==> src/hw/rtl/hq_pkg.sv <==
// ----------------------------------------------------------------------------
// hq_pkg: shared types and constants
// Entry, channel payload, controller command and datapath status types.
// ----------------------------------------------------------------------------
`timescale 1ns / 1ps

package hq_pkg;

  localparam int CAPACITY     = 64;
  localparam int HANDLE_COUNT = 256;

  localparam logic [6:0] CAP_CNT = 7'd64;

  localparam logic       CMD_INSERT = 1'b0;
  localparam logic       CMD_DELETE = 1'b1;

  localparam logic [1:0] STS_OK    = 2'd0;
  localparam logic [1:0] STS_FULL  = 2'd1;
  localparam logic [1:0] STS_RANGE = 2'd2;

  localparam logic [1:0] KIND_UNORDERED = 2'd3;

  typedef struct packed {
    logic [51:0] key;     // {sec, usec}
    logic [7:0]  handle;
  } entry_t;

  typedef struct packed {
    logic        cmd;
    logic [7:0]  handle;
    logic [31:0] key_sec;
    logic [19:0] key_usec;
    logic [5:0]  position;
  } req_t;

  typedef struct packed {
    logic [1:0]  status;
    logic [6:0]  count;
    logic        top_valid;
    logic [7:0]  top_handle;
    logic [31:0] top_key_sec;
    logic [19:0] top_key_usec;
    logic [5:0]  handle_position;
  } rsp_t;

  typedef enum logic [4:0] {
    OP_NONE,
    OP_LOAD,
    OP_INS,
    OP_FULL,
    OP_BAD,
    OP_SHRINK,
    OP_RD_LAST,
    OP_MOVE,
    OP_SU_RD,
    OP_CAPB,
    OP_RB_INIT,
    OP_RB_NEXT,
    OP_RD_CUR,
    OP_CAPA_RDCHD,
    OP_CAPB_RDR,
    OP_CAPC,
    OP_PICK,
    OP_SW1,
    OP_SW2,
    OP_RD_TOP,
    OP_FIN
  } op_e;

  typedef enum logic [4:0] {
    ST_IDLE,
    ST_DISP,
    ST_RDLAST,
    ST_MOVE,
    ST_RBINIT,
    ST_RBNEXT,
    ST_SDCHK,
    ST_SDA,
    ST_SDB,
    ST_SDC,
    ST_SDPICK,
    ST_SDCMP,
    ST_DSW1,
    ST_DSW2,
    ST_SUCHK,
    ST_SUCAP,
    ST_SUCMP,
    ST_USW1,
    ST_USW2,
    ST_RDTOP,
    ST_FIN
  } st_e;

  typedef struct packed {
    logic is_del;
    logic full;
    logic pos_bad;
    logic pos_last;
    logic cur_zero;
    logic cnt_lt2;
    logic idx_zero;
    logic chd_gt_last;
    logic chd_lt_last;
    logic up_stop;
    logic dn_stop;
    logic out_busy;
  } flags_t;

endpackage

==> src/hw/rtl/hq_ctrl.sv <==
// ----------------------------------------------------------------------------
// hq_ctrl: heap sequencer
// Steps insert sift-up, delete with bottom-up rebuild, and the result beat.
// ----------------------------------------------------------------------------
`timescale 1ns / 1ps

module hq_ctrl (
  input  logic           clk_i,
  input  logic           rst_ni,
  input  logic           in_valid_i,
  input  hq_pkg::flags_t flags_i,
  output logic           in_ready_o,
  output hq_pkg::op_e    op_o
);

  hq_pkg::st_e st_q, st_d;

  always_ff @(posedge clk_i or negedge rst_ni) begin
    if (!rst_ni) begin
      st_q <= hq_pkg::ST_IDLE;
    end else begin
      st_q <= st_d;
    end
  end

  always_comb begin
    st_d = st_q;
    case (st_q)
      hq_pkg::ST_IDLE:   if (in_valid_i) st_d = hq_pkg::ST_DISP;
      hq_pkg::ST_DISP: begin
        if (!flags_i.is_del) begin
          st_d = flags_i.full ? hq_pkg::ST_RDTOP : hq_pkg::ST_SUCHK;
        end else if (flags_i.pos_bad || flags_i.pos_last) begin
          st_d = hq_pkg::ST_RDTOP;
        end else begin
          st_d = hq_pkg::ST_RDLAST;
        end
      end
      hq_pkg::ST_RDLAST: st_d = hq_pkg::ST_MOVE;
      hq_pkg::ST_MOVE:   st_d = hq_pkg::ST_RBINIT;
      hq_pkg::ST_RBINIT: st_d = flags_i.cnt_lt2 ? hq_pkg::ST_RDTOP : hq_pkg::ST_RBNEXT;
      hq_pkg::ST_RBNEXT: st_d = flags_i.idx_zero ? hq_pkg::ST_RDTOP : hq_pkg::ST_SDCHK;
      hq_pkg::ST_SDCHK:  st_d = flags_i.chd_gt_last ? hq_pkg::ST_RBNEXT : hq_pkg::ST_SDA;
      hq_pkg::ST_SDA:    st_d = hq_pkg::ST_SDB;
      hq_pkg::ST_SDB:    st_d = flags_i.chd_lt_last ? hq_pkg::ST_SDC : hq_pkg::ST_SDCMP;
      hq_pkg::ST_SDC:    st_d = hq_pkg::ST_SDPICK;
      hq_pkg::ST_SDPICK: st_d = hq_pkg::ST_SDCMP;
      hq_pkg::ST_SDCMP:  st_d = flags_i.dn_stop ? hq_pkg::ST_RBNEXT : hq_pkg::ST_DSW1;
      hq_pkg::ST_DSW1:   st_d = hq_pkg::ST_DSW2;
      hq_pkg::ST_DSW2:   st_d = hq_pkg::ST_SDCHK;
      hq_pkg::ST_SUCHK:  st_d = flags_i.cur_zero ? hq_pkg::ST_RDTOP : hq_pkg::ST_SUCAP;
      hq_pkg::ST_SUCAP:  st_d = hq_pkg::ST_SUCMP;
      hq_pkg::ST_SUCMP:  st_d = flags_i.up_stop ? hq_pkg::ST_RDTOP : hq_pkg::ST_USW1;
      hq_pkg::ST_USW1:   st_d = hq_pkg::ST_USW2;
      hq_pkg::ST_USW2:   st_d = hq_pkg::ST_SUCHK;
      hq_pkg::ST_RDTOP:  st_d = hq_pkg::ST_FIN;
      hq_pkg::ST_FIN:    if (!flags_i.out_busy) st_d = hq_pkg::ST_IDLE;
      default:           st_d = hq_pkg::ST_IDLE;
    endcase
  end

  always_comb begin
    in_ready_o = 1'b0;
    op_o       = hq_pkg::OP_NONE;
    case (st_q)
      hq_pkg::ST_IDLE: begin
        in_ready_o = 1'b1;
        if (in_valid_i) op_o = hq_pkg::OP_LOAD;
      end
      hq_pkg::ST_DISP: begin
        if (!flags_i.is_del) begin
          op_o = flags_i.full ? hq_pkg::OP_FULL : hq_pkg::OP_INS;
        end else if (flags_i.pos_bad) begin
          op_o = hq_pkg::OP_BAD;
        end else if (flags_i.pos_last) begin
          op_o = hq_pkg::OP_SHRINK;
        end else begin
          op_o = hq_pkg::OP_NONE;
        end
      end
      hq_pkg::ST_RDLAST: op_o = hq_pkg::OP_RD_LAST;
      hq_pkg::ST_MOVE:   op_o = hq_pkg::OP_MOVE;
      hq_pkg::ST_RBINIT: if (!flags_i.cnt_lt2) op_o = hq_pkg::OP_RB_INIT;
      hq_pkg::ST_RBNEXT: if (!flags_i.idx_zero) op_o = hq_pkg::OP_RB_NEXT;
      hq_pkg::ST_SDCHK:  if (!flags_i.chd_gt_last) op_o = hq_pkg::OP_RD_CUR;
      hq_pkg::ST_SDA:    op_o = hq_pkg::OP_CAPA_RDCHD;
      hq_pkg::ST_SDB:    op_o = flags_i.chd_lt_last ? hq_pkg::OP_CAPB_RDR : hq_pkg::OP_CAPB;
      hq_pkg::ST_SDC:    op_o = hq_pkg::OP_CAPC;
      hq_pkg::ST_SDPICK: op_o = hq_pkg::OP_PICK;
      hq_pkg::ST_DSW1:   op_o = hq_pkg::OP_SW1;
      hq_pkg::ST_DSW2:   op_o = hq_pkg::OP_SW2;
      hq_pkg::ST_SUCHK:  if (!flags_i.cur_zero) op_o = hq_pkg::OP_SU_RD;
      hq_pkg::ST_SUCAP:  op_o = hq_pkg::OP_CAPB;
      hq_pkg::ST_USW1:   op_o = hq_pkg::OP_SW1;
      hq_pkg::ST_USW2:   op_o = hq_pkg::OP_SW2;
      hq_pkg::ST_RDTOP:  op_o = hq_pkg::OP_RD_TOP;
      hq_pkg::ST_FIN:    if (!flags_i.out_busy) op_o = hq_pkg::OP_FIN;
      default: begin
      end
    endcase
  end

endmodule

==> config.mk <==
export PLATFORM = sky130hd
export DESIGN_NAME = hq_ctrl
export DESIGN_NICKNAME = d
export VERILOG_FILES = /design/src/hw/rtl/hq_pkg.sv /design/src/hw/rtl/hq_ctrl.sv
export SDC_FILE = /design/constraint.sdc
export NUM_CORES = 1
export LEC_CHECK = 0
export ABC_AREA = 1
export BUFFER_PORTS_ARGS = -buffer_cell sky130_fd_sc_hd__buf_4
export CORE_MARGIN = 4
export CORE_UTILIZATION = 51
export CTS_CLUSTER_SIZE = 8
export DETAILED_ROUTE_END_ITERATION = 10
export PLACE_DENSITY = 0.83
export REMOVE_ABC_BUFFERS = 1
export SYNTH_ARGS = -nofsm -noshare
export SYNTH_HDL_FRONTEND = slang
export SYNTH_SLANG_ARGS = --single-unit
==> constraint.sdc <==
create_clock -name clk_i -period 1.72 [get_ports clk_i]
set_input_delay 0.258 -clock clk_i [delete_from_list [all_inputs] [get_ports clk_i]]
set_output_delay 0.258 -clock clk_i [all_outputs]
set_load 0.01 [all_outputs]
==> results.md <==
- For this design the static power due to leakage is 0.689 nW.
- The final number of max-transition violations was 0.
- The relative area change from synthesis to final layout is 62.1%.
- Counting every instance in the synthesized netlist gives 138.
- The final hold slack is 280 ps.
- The routed via count is 1306.
- The slowest stage cell on the critical path is dfrtp_2.
- The critical path class is register to primary output.
- Clock tree synthesis found a total of 5 sinks.
- The floorplan core area is 1370 µm².
- In this design, the largest share of critical-path delay is due to simple AND/OR/NAND/NOR gates.
- In this run the most critical hold path is launched from flags_i[1].
- The number of setup violations in the final report is 6.
- For this configuration, the core starts out at a cell density of 0.566.
- The count of unresolved DRC violations after routing is 0.
- For this run the aggregate overflow at the end of global routing stands at 0.
- In the layout the commonest cells are 39 x buf_4, 18 x nor2_1, 18 x nand2_1.
- The register with the most flip-flops in the final layout is st_q.
- The final non-filler cell area is 1250 µm².
- Prior to clock tree synthesis, the placed netlist has a worst setup slack of 31.7 ps.
- The mapped netlist covers 773 µm².
- The run finished, with violations left.
- The hold violation count in the final report is 0.
- For this run, the register share of the synthesized area comes to 0.162.
- The checks that failed: setup timing.
- The maximum achievable frequency is 511 MHz.
- The number of buffers created by CTS is 3.
- The minimum setup slack in the final design is -237 ps.
- The critical path depth is 7.
- The power density relative to cell area is 1830 nW/µm².
- The via count of the first global-routing pass came to 1118.
- The floorplan step defined a die boundary enclosing 2200 µm².
- Dividing the detail-routed via count by the number of cells gives 6.60.
- The count of placed standard cells in the final layout, fillers left out is 198.
- The data arrival at the endpoint of the critical path is 1700 ps.
- The port buffer count is 20.
- The violation count after the first detailed-route iteration is 125.
- By area the synthesized netlist is led by dfrtp_1 16%, nand2_1 15%, nor2_1 12%, inv_1 8.7%, nand3_1 7.8%.
- The setup TNS is -1150 ps.
- The HPWL after detailed placement is 1990 µm.
- Counting cells, the worst reg-to-reg path comes to 9.
- The signal on the critical path passes through nor2_4, buf_6, nand4_1, nand2_2, nor2_2, o211ai_1, buf_4.
- The final critical-path share of the clock period is 1.14.
- The count of H-tree levels built during CTS is 1.
- The post-synthesis sequential element count is 5.
- The share of the synthesized area in the top cell type is 0.162.
- The worst register-to-register path begins at st_q[0].
- For this run, the number of Yosys warnings is 0.
- The flop-to-flop setup slack is 70 ps.
- The beginning of the critical path is st_q[3].
- Of the cells placed in the final design, the portion with a size suffix greater than 1 is 0.536.
- The total power is 2.29 mW.
- The clock tree root driver cell is clkbuf_4.
- Counting along the longest clock path gives a buffer depth of 2.
- The antenna violation net count after detailed routing is 0.
- The largest voltage drop on the vdd net is 1.46 mV.
- In this run the tightest slew margin relative to its limit is 0.819.
- The initial antenna violation count is 0.
- The largest registers in the layout are st_q x5.
- The clock-pin slew on the worst setup and hold paths is 50 ps.
- Together, buffers and inverters on the worst path number 2.
- In this run the worst hold path is classified as input port to register.
- Dividing the detail-routed wire length by the instance count gives 20.3 µm.
- Measured along the y axis, the die boundary spans 46.9 µm.
- The highest cell delay on the worst timing path is 470 ps.
- In the global route stage, overall resource usage came out at 0.323.
- Along the worst path, the maximum fanout reaches 5.
- A synthesized cell averages 5.60 µm².
- The placed standard-cell area is 948 µm².
- The top cell type by total area after synthesis is dfrtp_1.
- The number of distinct library cells after synthesis is 26.
- STA classifies the critical path startpoint as a register.
- The post-placement cell count is 174.
- Clock latency on the worst-skew pair, taken at its later pin, is 250 ps.
- The final critical path time including I/O delays and setup is 1960 ps.
- The required time of the critical path is 1460 ps.
- TritonCTS built the clock tree.
- The maximum number of pins on one net before global-route repair is 8.
- From left edge to right edge, the die measures 46.9 µm.
- The antenna diode count is 0.
- At the pin with the least slew margin, the transition time is 270 ps.
- Setup repair after global routing could not meet its margin everywhere.
- The weighted congestion at the end of routability-driven global placement is 1.02.
- The register with the most flip-flops in the layout has 5 of them.
- During I/O placement, the number of pins put on the boundary was 21.
- The pre-antenna-repair detailed-routing pass consisted of 8 iterations.
- The floorplan has 13 rows.
- The capture endpoint of the worst hold path is st_q[3].
- The first-pass GRT wire length is 4890 µm.
- The library cell used most frequently in the layout, excluding fill and tap cells, is buf_4.
- STA classifies the critical path endpoint as a primary output.
- The routed wire length is 4010 µm.
- For this run, the share of the core covered by cells in the final layout is 0.918.
- The cell depth of the worst hold path is 2.
- For the final database, setup skew stands at 6.46 ps.
- For this run, the post-layout net count is 199.
- The end of the worst register-to-register path is st_q[0].
- The count of maximum capacitance violations is 0.
## metal layers
layer  wire [µm]  global-route usage  vias up
met5           0                   0        -
met4         373               0.199        0
met3         507              0.0728       72
met2        1760               0.553      143
met1        1370               0.359      557
li1            -                   -      534
## worst max path at each step
| stage | slack [ps] | end |
|---|---|---|
| after detailed placement | 30 | op_o[1] |
| after floorplan | 190 | op_o[4] |
| after CTS | -120 | op_o[2] |
| final | -240 | op_o[1] |
| after global placement | 20 | op_o[1] |
| after global routing | -300 | op_o[3] |
## power by group
part	leakage (nW)	switching, mW	internal (mW)
registers	0.0583	0.136	0.183
clock network	0.0150	0.0573	0.0883
logic	0.615	1.06	0.766
total	0.689	1.25	1.04
## synth_stat cells (all sizes together)
cell type  number
nor2           33
dfrtp           5
nand2          34
o211ai          2
nand3          14
o2111ai         1
nand3b          1
buf             2
a22oi           1
o31ai           1
nand4           6
nor3            3
and2            1
inv            23
a21oi           3
o21ai           5
or2             3
## layout make-up
type	count	area, µm²
Timing Repair Buffer	43	337
Sequential cell	5	130
Inverter	23	88.8
Multi-Input combinational cell	108	653
Fill cell	54	113
Tap cell	15	18.8
Clock buffer	4	26.3
## cells by family (layout without fill, tap and decap cells)
| family | count (synthesis) | after routing | synth area share |
|---|---|---|---|
| AO/OA/AOI/OAI | 13 | 13 | 0.102 |
| flip-flops | 5 | 5 | 0.162 |
| AND/OR/NAND/NOR | 95 | 95 | 0.604 |
| buffers and inverters | 25 | 70 | 0.133 |
## timing repair
action                                  CTS  global route
endpoints found under the hold margin     5             0
resized for setup                        28            15
buffers inserted                         13             6
pin swaps                                 9             5
endpoints found under the setup margin    5             5
hold buffers                              1             0
No activity file was read; power rests on OpenSTA's default activity.
